--- src/design/mbps_pkg.sv ---
package mbps_pkg;

    // Field widths fixed by the item format
    localparam int ENTRY_W    = 6;
    localparam int BYTE_W     = 8;
    localparam int COUNT_W    = 32;
    localparam int PLEN_W     = 7;
    localparam int CFG_IDX_W  = 1;
    localparam int CFG_DATA_W = 32;

    // Request type codes on the input channel
    localparam logic [1:0] REQ_LOAD    = 2'd0;
    localparam logic [1:0] REQ_SCAN    = 2'd1;
    localparam logic [1:0] REQ_RESTART = 2'd2;

    // Configuration register indexes
    localparam logic [CFG_IDX_W-1:0] CFG_PATTERN_LENGTH = 1'b0;
    localparam logic [CFG_IDX_W-1:0] CFG_SEARCH_LENGTH  = 1'b1;

    // Queue between front and back
    localparam int QUEUE_DEPTH = 4;
    localparam int QPTR_W      = $clog2(QUEUE_DEPTH);
    localparam int QCNT_W      = $clog2(QUEUE_DEPTH + 1);

    typedef enum logic [1:0] {
        OP_LOAD,
        OP_SCAN,
        OP_RESTART
    } op_t;

    typedef struct packed {
        op_t                op;
        logic [ENTRY_W-1:0] idx;
        logic [BYTE_W-1:0]  data;
        logic               care;
        logic               last;
    } qitem_t;

endpackage

--- src/design/mbps_if.sv ---
interface mbps_req_if;
    logic       valid;
    logic       ready;
    logic [1:0] req_type;
    logic [5:0] entry_index;
    logic [7:0] byte_value;
    logic       care;
    logic       last_byte;

    modport source (output valid, req_type, entry_index, byte_value, care, last_byte,
                    input ready);
    modport sink   (input valid, req_type, entry_index, byte_value, care, last_byte,
                    output ready);
endinterface

interface mbps_res_if;
    logic        valid;
    logic        ready;
    logic        found;
    logic [31:0] match_offset;

    modport source (output valid, found, match_offset, input ready);
    modport sink   (input valid, found, match_offset, output ready);
endinterface

--- src/design/mbps_front.sv ---
module mbps_front
    import mbps_pkg::*;
#(
    parameter int MAX_PATTERN = 64
)
(
    input  logic        clk,
    input  logic        rst_n,
    mbps_req_if.sink    req,
    output logic        push_valid,
    output qitem_t      push_item,
    input  logic        push_ready
);

    logic   stage_valid_reg;
    logic   stage_valid_next;
    qitem_t stage_item_reg;
    qitem_t stage_item_next;
    logic   keep;
    logic   take;

    assign req.ready = !stage_valid_reg || push_ready;
    assign take      = req.valid && req.ready;

    // Decode the request; loads past the store and unused codes are dropped here
    always_comb
    begin
        stage_item_next.idx  = req.entry_index;
        stage_item_next.data = req.byte_value;
        stage_item_next.care = req.care;
        stage_item_next.last = req.last_byte;
        stage_item_next.op   = OP_SCAN;
        keep                 = 1'b0;
        case (req.req_type)
            REQ_LOAD:
            begin
                stage_item_next.op = OP_LOAD;
                keep = (PLEN_W'(req.entry_index) < PLEN_W'(MAX_PATTERN));
            end
            REQ_SCAN:
            begin
                stage_item_next.op = OP_SCAN;
                keep = 1'b1;
            end
            REQ_RESTART:
            begin
                stage_item_next.op = OP_RESTART;
                keep = 1'b1;
            end
            default:
            begin
                keep = 1'b0;
            end
        endcase
    end

    always_comb
    begin
        stage_valid_next = stage_valid_reg;
        if (req.ready)
        begin
            stage_valid_next = take && keep;
        end
    end

    always_ff @(posedge clk or negedge rst_n)
    begin
        if (!rst_n)
        begin
            stage_valid_reg <= 1'b0;
        end
        else
        begin
            stage_valid_reg <= stage_valid_next;
        end
    end

    always_ff @(posedge clk)
    begin
        if (take)
        begin
            stage_item_reg <= stage_item_next;
        end
    end

    assign push_valid = stage_valid_reg;
    assign push_item  = stage_item_reg;

endmodule

--- src/design/mbps_queue.sv ---
module mbps_queue
    import mbps_pkg::*;
(
    input  logic   clk,
    input  logic   rst_n,
    input  logic   push_valid,
    input  qitem_t push_item,
    output logic   push_ready,
    output logic   pop_valid,
    output qitem_t pop_item,
    input  logic   pop_ready
);

    qitem_t             slot_reg [QUEUE_DEPTH];
    logic [QPTR_W-1:0]  wr_ptr_reg;
    logic [QPTR_W-1:0]  wr_ptr_next;
    logic [QPTR_W-1:0]  rd_ptr_reg;
    logic [QPTR_W-1:0]  rd_ptr_next;
    logic [QCNT_W-1:0]  count_reg;
    logic [QCNT_W-1:0]  count_next;
    logic               push;
    logic               pop;

    assign push_ready = (count_reg != QCNT_W'(QUEUE_DEPTH));
    assign pop_valid  = (count_reg != '0);
    assign pop_item   = slot_reg[rd_ptr_reg];
    assign push       = push_valid && push_ready;
    assign pop        = pop_valid && pop_ready;

    always_comb
    begin
        wr_ptr_next = wr_ptr_reg;
        rd_ptr_next = rd_ptr_reg;
        count_next  = count_reg;
        if (push)
        begin
            wr_ptr_next = (wr_ptr_reg == QPTR_W'(QUEUE_DEPTH - 1)) ? '0 : wr_ptr_reg + 1'b1;
        end
        if (pop)
        begin
            rd_ptr_next = (rd_ptr_reg == QPTR_W'(QUEUE_DEPTH - 1)) ? '0 : rd_ptr_reg + 1'b1;
        end
        if (push && !pop)
        begin
            count_next = count_reg + 1'b1;
        end
        else if (pop && !push)
        begin
            count_next = count_reg - 1'b1;
        end
    end

    always_ff @(posedge clk or negedge rst_n)
    begin
        if (!rst_n)
        begin
            wr_ptr_reg <= '0;
            rd_ptr_reg <= '0;
            count_reg  <= '0;
        end
        else
        begin
            wr_ptr_reg <= wr_ptr_next;
            rd_ptr_reg <= rd_ptr_next;
            count_reg  <= count_next;
        end
    end

    always_ff @(posedge clk)
    begin
        if (push)
        begin
            slot_reg[wr_ptr_reg] <= push_item;
        end
    end

endmodule

--- src/design/mbps_back.sv ---
module mbps_back
    import mbps_pkg::*;
#(
    parameter int MAX_PATTERN = 64
)
(
    input  logic                  clk,
    input  logic                  rst_n,
    input  logic                  pop_valid,
    input  qitem_t                pop_item,
    output logic                  pop_ready,
    input  logic                  cfg_we,
    input  logic [CFG_IDX_W-1:0]  cfg_index,
    input  logic [CFG_DATA_W-1:0] cfg_data,
    mbps_res_if.source            res
);

    localparam int TAP_W = (MAX_PATTERN > 1) ? $clog2(MAX_PATTERN) : 1;

    // Pattern cells, each compared in parallel against the scan byte
    logic [BYTE_W-1:0]      pat_reg  [MAX_PATTERN];
    logic [MAX_PATTERN-1:0] care_reg;

    logic [MAX_PATTERN-1:0] vec_reg;
    logic [MAX_PATTERN-1:0] vec_next;
    logic [COUNT_W-1:0]     count_reg;
    logic [COUNT_W-1:0]     count_next;
    logic                   done_reg;
    logic                   done_next;

    // Decoded length settings, refreshed on each pattern_length or search_length write
    logic                   len_zero_reg;
    logic                   len_zero_next;
    logic [PLEN_W-1:0]      lenm1_reg;
    logic [PLEN_W-1:0]      lenm1_next;
    logic [COUNT_W-1:0]     slen_reg;
    logic [COUNT_W-1:0]     slen_next;
    logic [PLEN_W-1:0]      act_len;

    logic                   out_valid_reg;
    logic                   out_valid_next;
    logic                   found_reg;
    logic                   found_next;
    logic [COUNT_W-1:0]     offset_reg;
    logic [COUNT_W-1:0]     offset_next;

    logic [MAX_PATTERN-1:0] accept;
    logic [MAX_PATTERN-1:0] shifted;
    logic [MAX_PATTERN-1:0] vec_scan;
    logic                   pop;
    logic                   scan;
    logic                   indexable;
    logic                   hit;
    logic [COUNT_W-1:0]     start;
    logic                   emit;

    assign pop_ready = !out_valid_reg || res.ready;
    assign pop       = pop_valid && pop_ready;
    assign scan      = pop && (pop_item.op == OP_SCAN) && !done_reg;

    always_comb
    begin
        for (int j = 0; j < MAX_PATTERN; j++)
        begin
            accept[j] = !care_reg[j] || (pat_reg[j] == pop_item.data);
        end
    end

    assign shifted   = (vec_reg << 1) | MAX_PATTERN'(1);
    assign vec_scan  = shifted & accept;
    assign indexable = (count_reg != '1);
    assign start     = count_reg - COUNT_W'(lenm1_reg);
    assign hit       = !len_zero_reg && indexable && vec_scan[lenm1_reg[TAP_W-1:0]];

    always_comb
    begin
        vec_next       = vec_reg;
        count_next     = count_reg;
        done_next      = done_reg;
        emit           = 1'b0;
        found_next     = found_reg;
        offset_next    = offset_reg;
        if (pop && (pop_item.op == OP_RESTART))
        begin
            vec_next   = '0;
            count_next = '0;
            done_next  = 1'b0;
        end
        else if (scan)
        begin
            vec_next = vec_scan;
            if (indexable)
            begin
                count_next = count_reg + 1'b1;
            end
            if (hit && (start < slen_reg))
            begin
                done_next   = 1'b1;
                emit        = 1'b1;
                found_next  = 1'b1;
                offset_next = start;
            end
            else if (pop_item.last)
            begin
                done_next   = 1'b1;
                emit        = 1'b1;
                found_next  = 1'b0;
                offset_next = '0;
            end
        end
        out_valid_next = emit ? 1'b1 : (res.ready ? 1'b0 : out_valid_reg);
    end

    // Clamp pattern_length to the store depth
    assign act_len = (cfg_data[PLEN_W-1:0] > PLEN_W'(MAX_PATTERN)) ?
                     PLEN_W'(MAX_PATTERN) : cfg_data[PLEN_W-1:0];

    always_comb
    begin
        len_zero_next = len_zero_reg;
        lenm1_next    = lenm1_reg;
        slen_next     = slen_reg;
        if (cfg_we)
        begin
            case (cfg_index)
                CFG_PATTERN_LENGTH:
                begin
                    len_zero_next = (act_len == '0);
                    lenm1_next    = act_len - 1'b1;
                end
                CFG_SEARCH_LENGTH:
                begin
                    slen_next = cfg_data;
                end
                default:
                begin
                    slen_next = slen_reg;
                end
            endcase
        end
    end

    always_ff @(posedge clk or negedge rst_n)
    begin
        if (!rst_n)
        begin
            vec_reg       <= '0;
            count_reg     <= '0;
            done_reg      <= 1'b0;
            len_zero_reg  <= 1'b0;
            lenm1_reg     <= '0;
            slen_reg      <= '0;
            out_valid_reg <= 1'b0;
        end
        else
        begin
            vec_reg       <= vec_next;
            count_reg     <= count_next;
            done_reg      <= done_next;
            len_zero_reg  <= len_zero_next;
            lenm1_reg     <= lenm1_next;
            slen_reg      <= slen_next;
            out_valid_reg <= out_valid_next;
        end
    end

    always_ff @(posedge clk)
    begin
        found_reg  <= found_next;
        offset_reg <= offset_next;
        if (pop && (pop_item.op == OP_LOAD))
        begin
            pat_reg[pop_item.idx[TAP_W-1:0]]  <= pop_item.data;
            care_reg[pop_item.idx[TAP_W-1:0]] <= pop_item.care;
        end
    end

    assign res.valid        = out_valid_reg;
    assign res.found        = found_reg;
    assign res.match_offset = offset_reg;

    // A full match needs at least pattern_length bytes since restart
    a_hit_needs_bytes: assert property (@(posedge clk) disable iff (!rst_n)
        scan && hit |-> count_reg >= COUNT_W'(lenm1_reg))
        else $error("match tap set before enough bytes");

    // Search stays finished until a restart is executed
    a_done_holds: assert property (@(posedge clk) disable iff (!rst_n)
        done_reg && !(pop && pop_item.op == OP_RESTART) |=> done_reg)
        else $error("search_done dropped without restart");

    // Every new result comes with search_done set
    a_emit_sets_done: assert property (@(posedge clk) disable iff (!rst_n)
        emit |=> done_reg && out_valid_reg)
        else $error("result issued without finishing the search");

    // A not-found result carries a zero offset
    a_miss_zero: assert property (@(posedge clk) disable iff (!rst_n)
        out_valid_reg && !found_reg |-> offset_reg == '0)
        else $error("not-found result with nonzero offset");

endmodule

--- src/design/masked_byte_pattern_search_top.sv ---
// Masked byte pattern search.
// Channels: req (sink) carries load, scan and restart requests; res (source)
// carries at most one result per search: found and match_offset. Both use a
// valid/ready handshake; a transfer happens on a clock edge with both high.
// Config: cfg_we/cfg_index/cfg_data write pattern_length (index 0) or
// search_length (index 1); write only while the block is idle.
// Throughput: one request per cycle while res takes its results. The front
// stage registers and decodes each request, a 4-entry queue decouples it from
// the back stage, and the back stage compares the scan byte against all
// pattern cells at once. A result travels from the transfer of the scan byte
// that causes it through the front register, a queue slot and the back stage
// into the result register.
// A stalled res holds the result and the back stage stops taking requests
// until it is transferred; the queue then fills, and req.ready drops only
// once the front register and the queue are full.
// Reset: match state, byte count, done flag and the queue clear at once;
// pattern_length resets to 1, search_length to 0. Pattern cells are not
// cleared and must be loaded before they are compared.
module masked_byte_pattern_search_top
    import mbps_pkg::*;
#(
    parameter int MAX_PATTERN = 64
)
(
    input  logic                  clk,
    input  logic                  rst_n,
    mbps_req_if.sink              req,
    mbps_res_if.source            res,
    input  logic                  cfg_we,
    input  logic [CFG_IDX_W-1:0]  cfg_index,
    input  logic [CFG_DATA_W-1:0] cfg_data
);

    // front -> queue
    logic   f_valid;
    qitem_t f_item;
    logic   f_ready;

    // queue -> back
    logic   b_valid;
    qitem_t b_item;
    logic   b_ready;

    mbps_front #(
        .MAX_PATTERN (MAX_PATTERN)
    ) u_front (
        .clk        (clk),
        .rst_n      (rst_n),
        .req        (req),
        .push_valid (f_valid),
        .push_item  (f_item),
        .push_ready (f_ready)
    );

    // Decoupling queue: lets the back stall on a full result register
    mbps_queue u_queue (
        .clk        (clk),
        .rst_n      (rst_n),
        .push_valid (f_valid),
        .push_item  (f_item),
        .push_ready (f_ready),
        .pop_valid  (b_valid),
        .pop_item   (b_item),
        .pop_ready  (b_ready)
    );

    // Shift-and match engine with pattern cells and result register
    mbps_back #(
        .MAX_PATTERN (MAX_PATTERN)
    ) u_back (
        .clk       (clk),
        .rst_n     (rst_n),
        .pop_valid (b_valid),
        .pop_item  (b_item),
        .pop_ready (b_ready),
        .cfg_we    (cfg_we),
        .cfg_index (cfg_index),
        .cfg_data  (cfg_data),
        .res       (res)
    );

endmodule

--- src/flat_wrapper.sv ---
// flat-port wrapper written by rule: the top's interface ports become plain ports
module masked_byte_pattern_search_top_flat import mbps_pkg::*;
#(
    parameter int MAX_PATTERN = 64
)
  (clk, rst_n, cfg_we, cfg_index, cfg_data, req_valid, req_req_type, req_entry_index, req_byte_value, req_care, req_last_byte, req_ready, res_valid, res_found, res_match_offset, res_ready);
  mbps_req_if req_i ();
  mbps_res_if res_i ();
  input  logic clk;
  input  logic rst_n;
  input  logic cfg_we;
  input  logic [CFG_IDX_W-1:0] cfg_index;
  input  logic [CFG_DATA_W-1:0] cfg_data;
  input wire logic [$bits(req_i.valid)-1:0] req_valid;
  input wire logic [$bits(req_i.req_type)-1:0] req_req_type;
  input wire logic [$bits(req_i.entry_index)-1:0] req_entry_index;
  input wire logic [$bits(req_i.byte_value)-1:0] req_byte_value;
  input wire logic [$bits(req_i.care)-1:0] req_care;
  input wire logic [$bits(req_i.last_byte)-1:0] req_last_byte;
  output wire logic [$bits(req_i.ready)-1:0] req_ready;
  output wire logic [$bits(res_i.valid)-1:0] res_valid;
  output wire logic [$bits(res_i.found)-1:0] res_found;
  output wire logic [$bits(res_i.match_offset)-1:0] res_match_offset;
  input wire logic [$bits(res_i.ready)-1:0] res_ready;
  assign req_i.valid = req_valid;
  assign req_i.req_type = req_req_type;
  assign req_i.entry_index = req_entry_index;
  assign req_i.byte_value = req_byte_value;
  assign req_i.care = req_care;
  assign req_i.last_byte = req_last_byte;
  assign req_ready = req_i.ready;
  assign res_valid = res_i.valid;
  assign res_found = res_i.found;
  assign res_match_offset = res_i.match_offset;
  assign res_i.ready = res_ready;
  masked_byte_pattern_search_top #(.MAX_PATTERN(MAX_PATTERN)) u_core (.clk(clk), .rst_n(rst_n), .req(req_i), .res(res_i), .cfg_we(cfg_we), .cfg_index(cfg_index), .cfg_data(cfg_data));
endmodule
--- config.mk ---
export PLATFORM = sky130hd
export DESIGN_NAME = masked_byte_pattern_search_top_flat
export DESIGN_NICKNAME = d
export VERILOG_FILES = /design/src/design/mbps_pkg.sv /design/src/design/mbps_if.sv /design/src/design/mbps_front.sv /design/src/design/mbps_queue.sv /design/src/design/mbps_back.sv /design/src/design/masked_byte_pattern_search_top.sv /design/src/flat_wrapper.sv
export SDC_FILE = /design/constraint.sdc
export NUM_CORES = 1
export LEC_CHECK = 0
export BUFFER_PORTS_ARGS = -buffer_cell sky130_fd_sc_hd__buf_2
export CORE_AREA = 2 2 340 258
export CTS_CLUSTER_DIAMETER = 50
export DETAILED_ROUTE_END_ITERATION = 12
export DIE_AREA = 0 0 342 260
export MAX_ROUTING_LAYER = met4
export RECOVER_POWER = 50
export SKIP_CTS_REPAIR_TIMING = 1
export SLEW_MARGIN = 20
export SYNTH_ARGS = -nofsm -noshare
export SYNTH_HDL_FRONTEND = slang
export SYNTH_SLANG_ARGS = --single-unit
--- constraint.sdc ---
create_clock -name clk -period 9.81 [get_ports clk]
set_clock_uncertainty 0.15 [all_clocks]
set_input_delay 1.962 -clock clk [delete_from_list [all_inputs] [get_ports clk]]
set_output_delay 1.962 -clock clk [all_outputs]
set_load 0.01 [all_outputs]
==> flow_metrics.py <==
metrics = {
    "power_and_ir_drop": {
        "clockPowerShare_pct": 27.1,
        "peakVddDrop_uv": 275,
        "combinationalPowerShare_pct": 33.9,
        "power_density_nw_per_um2": 289,
        "intPower_mw": 7.88,
        "pwr-share-seq_pct": 39.0,
        "leakage_nw": 13.9,
        "p_sw_mw": 4.34,
        "p_sw_share_pct": 35.5,
    },
    "layout": {
        "fin_util_pct": 49.6,
        "final_common_cell": "edfxtp_1",
        "mostFrequentLayoutCells": "edfxtp_1, xnor2_1, nor2_1, dfrtp_1, nand2_1",
        "drive_gt1_share_pct": 11.1,
        "largest_reg_flops": 512,
        "final_cell_area_um2": 42300,
        "area_growth_pct": 11.0,
        "insertedDiodeCount": 0,
        "nets": 2898,
    },
    "route": {
        "wirelength_mm": 93.2,
        "drt_first_pass_iters": 6,
        "ant_nets": 0,
        "drt_iter0_markers": 1969,
        "via_per_inst": 5.59,
        "drt_drc_violations_left": 0,
        "vias": 22400,
        "wl_per_cell_um": 23.3,
    },
    "timing": {
        "fmax_ghz": 0.126,
        "slew_viol_final": 386,
        "hold_violations": 0,
        "fin_crit_sh_pct": 81.2,
        "relSlewSlack_pct": -265,
        "fin_setup_tns_ns": 0,
        "period_needed_ns": 7.97,
        "whs_ns": 0.340,
        "setup_slack_ns": 1.84,
        "worst_slew_pin_slew_ns": 5.47,
        "rsz0062_at_grt": "false",
        "setup_viol": 0,
    },
    "clock_network": {
        "numCtsBuffers": 91,
        "ctsHtreeMaxLevel": 3,
        "cts.sinks": 844,
        "cts_tree": "done",
        "clk_latency_ns": 0.66,
        "root_buffer": "clkbuf_16",
        "clk_path_buf_depth": 3,
        "clk_pin_slew_ns": 0.06,
    },
    "job": {
        "max_cap_viol_count": 9,
    },
    "floorplan": {
        "initial_utilization_pct": 44.6,
        "rows": 93,
        "fp.dieW_um": 342,
        "die_height_um": 260,
        "ios": 91,
        "core_um2": 85400,
        "die_area_um2": 88900,
    },
    "yosys": {
        "syn-instance-count": 2698,
        "netlist_area_um2": 38100,
        "synth_seq_area_share_pct": 64.6,
        "ys_types": 84,
        "ys_ff_latch": 844,
        "synth_ff_type": "edfxtp_1",
        "synth_edf_count": 699,
        "syn_nets": 2803,
        "avgSynthCellArea_um2": 14.1,
        "synth_warnings": 0,
        "postSynth.asyncResetShare_pct": 17.2,
    },
    "worst_setup_path": {
        "cp_slowest_stage_delay_ns": 1.64,
        "crit_buf_inv": 3,
        "crit_family": "buffers and inverters",
        "required_ns": 9.96,
        "cp_max_fo": 40,
        "crit_chain": "mux4_2, clkbuf_1, xnor2_1, nand4_1, o21ai_0, o221ai_1, a2111oi_4, o311ai_4, buf_4, o31ai_4, buf_4",
        "cp-start-kind": "flip-flop",
        "cp_common_cell": "buf_4",
        "arrival_ns": 8.12,
        "slowest_stage": "clkbuf_1",
        "worst_setup_path_end_kind": "flip-flop",
        "path_class": "flip-flop to flip-flop",
    },
    "outcome": {
        "status": "finished with violations",
        "violations": "max-capacitance violations, max-slew violations",
    },
    "place": {
        "dp_slack_ns": 2.34,
        "dp_hpwl_mm": 58.1,
        "port_buffers": 90,
        "postPlaceCellArea_um2": 39600,
        "globalplace.congestion": 0.876,
    },
    "global_routing": {
        "grt_pass1_wl_mm": 140,
        "grt_usage_pct": 21.4,
        "grt_max_degree": 92,
        "grt_overflow_total": 0,
        "antenna_found_initial": 0,
        "grt_pass1_vias": 22300,
    },
    "worst_hold_path": {
        "min_path_type": "flip-flop to flip-flop",
    },
}
[worst min-delay path: stages, from the launching register on]
cell	delay (ns)
dfrtp_1	0.34
nand2_1	0.05
o21ai_0	0.06
[power by group through the flow]
stage / registers, mW / clock network, mW / logic (mW)
after global routing: 4.80 / 3.51 / 4.48
after CTS: 4.75 / 3.38 / 4.20
final: 4.77 / 3.31 / 4.14
after detailed placement: 4.83 / 0 / 4.18
after floorplan: 4.78 / 0 / 2.99
after global placement: 4.82 / 0 / 4.07
[cell families (layout without fill, tap and decap cells)]
| logic type | after synthesis | count (layout) | synth area share [%] |
|---|---|---|---|
| XOR/XNOR | 569 | 569 | 13.1 |
| multiplexers | 75 | 75 | 2.81 |
| AO/OA/AOI/OAI | 358 | 358 | 6.49 |
| buffers and inverters | 204 | 370 | 2.98 |
| AND/OR/NAND/NOR | 599 | 599 | 8.43 |
| flip-flops | 844 | 844 | 64.6 |
| adder cells (fa/ha/maj) | 49 | 49 | 1.65 |
[cells in the mapped netlist (all sizes together), types with 5 or more instances]
cell type,n,area (µm²)
edfxtp,699,21000
xnor2,464,4060
nor2,154,578
dfrtp,145,3630
nand2,116,435
nand4,106,663
o21ai,105,526
xor2,105,920
buf,82,677
inv,77,289
a21oi,57,297
nand3,49,245
ha,47,588
clkbuf,43,161
mux2,38,428
nor3,36,185
nor3b,32,380
a32o,24,240
o22ai,23,144
mux2i,19,238
mux4,18,405
nor4,17,113
nand2b,16,100
a21o,14,105
a22o,14,123
a31oi,13,81.3
or3,13,81.3
a2111oi,12,124
nor2b,12,75.1
a211oi,11,82.6
and3,11,68.8
or4,11,82.6
o31ai,10,75.1
and2,9,56.3
o2111ai,8,70.1
o32ai,6,52.6
nor4b,5,50.0
o211ai,5,37.5
o32a,5,50.1
o41ai,5,51.3
[routing by layer]
layer / up-vias / global-route usage [%] / part of all wire, %
met1: 11400 / 30.9 / 48
li1: 10200 / - / -
met3: 158 / 2.96 / 5.3
met4: 0 / 6.47 / 2.7
met5: - / - / 0
met2: 648 / 31.7 / 44
[final timing paths]
| check | endpoint | startpoint | cells past startpoint | slack [ns] |
|---|---|---|---|---|
| worst max register to register | u_core.u_back.res.match_offset[10]$_SDFFCE_PN0P_ | u_core.u_queue.rd_ptr_reg[0]$_DFFE_PN0P_ | 11 | 1.84 |
| worst max-delay path | u_core.u_back.res.match_offset[10]$_SDFFCE_PN0P_ | u_core.u_queue.rd_ptr_reg[0]$_DFFE_PN0P_ | 11 | 1.84 |
| worst min-delay path | u_core.u_back.vec_reg[22]$_DFFE_PN0P_ | u_core.u_back.vec_reg[22]$_DFFE_PN0P_ | 2 | 0.34 |
| min in group asynchronous | u_core.u_back.slen_reg[14]$_DFFE_PN0P_ | rst_n | 1 | 3.13 |
| max in group asynchronous | u_core.u_back.vec_reg[22]$_DFFE_PN0P_ | rst_n | 2 | 2.76 |
| worst min register to register | u_core.u_back.vec_reg[22]$_DFFE_PN0P_ | u_core.u_back.vec_reg[22]$_DFFE_PN0P_ | 2 | 0.34 |
[metrics by stage]
| step | power (mW) | std cells |
|---|---|---|
| 6_report | 12.2 | 4004 |
| 5_1_grt | 12.8 | 4004 |
| 4_1_cts | 12.3 | 4004 |
| 3_5_place_dp | 9.00 | 3840 |
| 3_3_place_gp | 8.88 | 3840 |
| 2_1_floorplan | 7.77 | 2698 |
[layout make-up]
cell class,instances,area (µm²)
Clock buffer,115,2390
Clock inverter,49,470
Fill cell,7288,43100
Inverter,79,297
Multi-Input combinational cell,1650,12400
Sequential cell,844,24600
Tap cell,1140,1430
Timing Repair Buffer,127,723
Power figures use the tool's default switching activity.
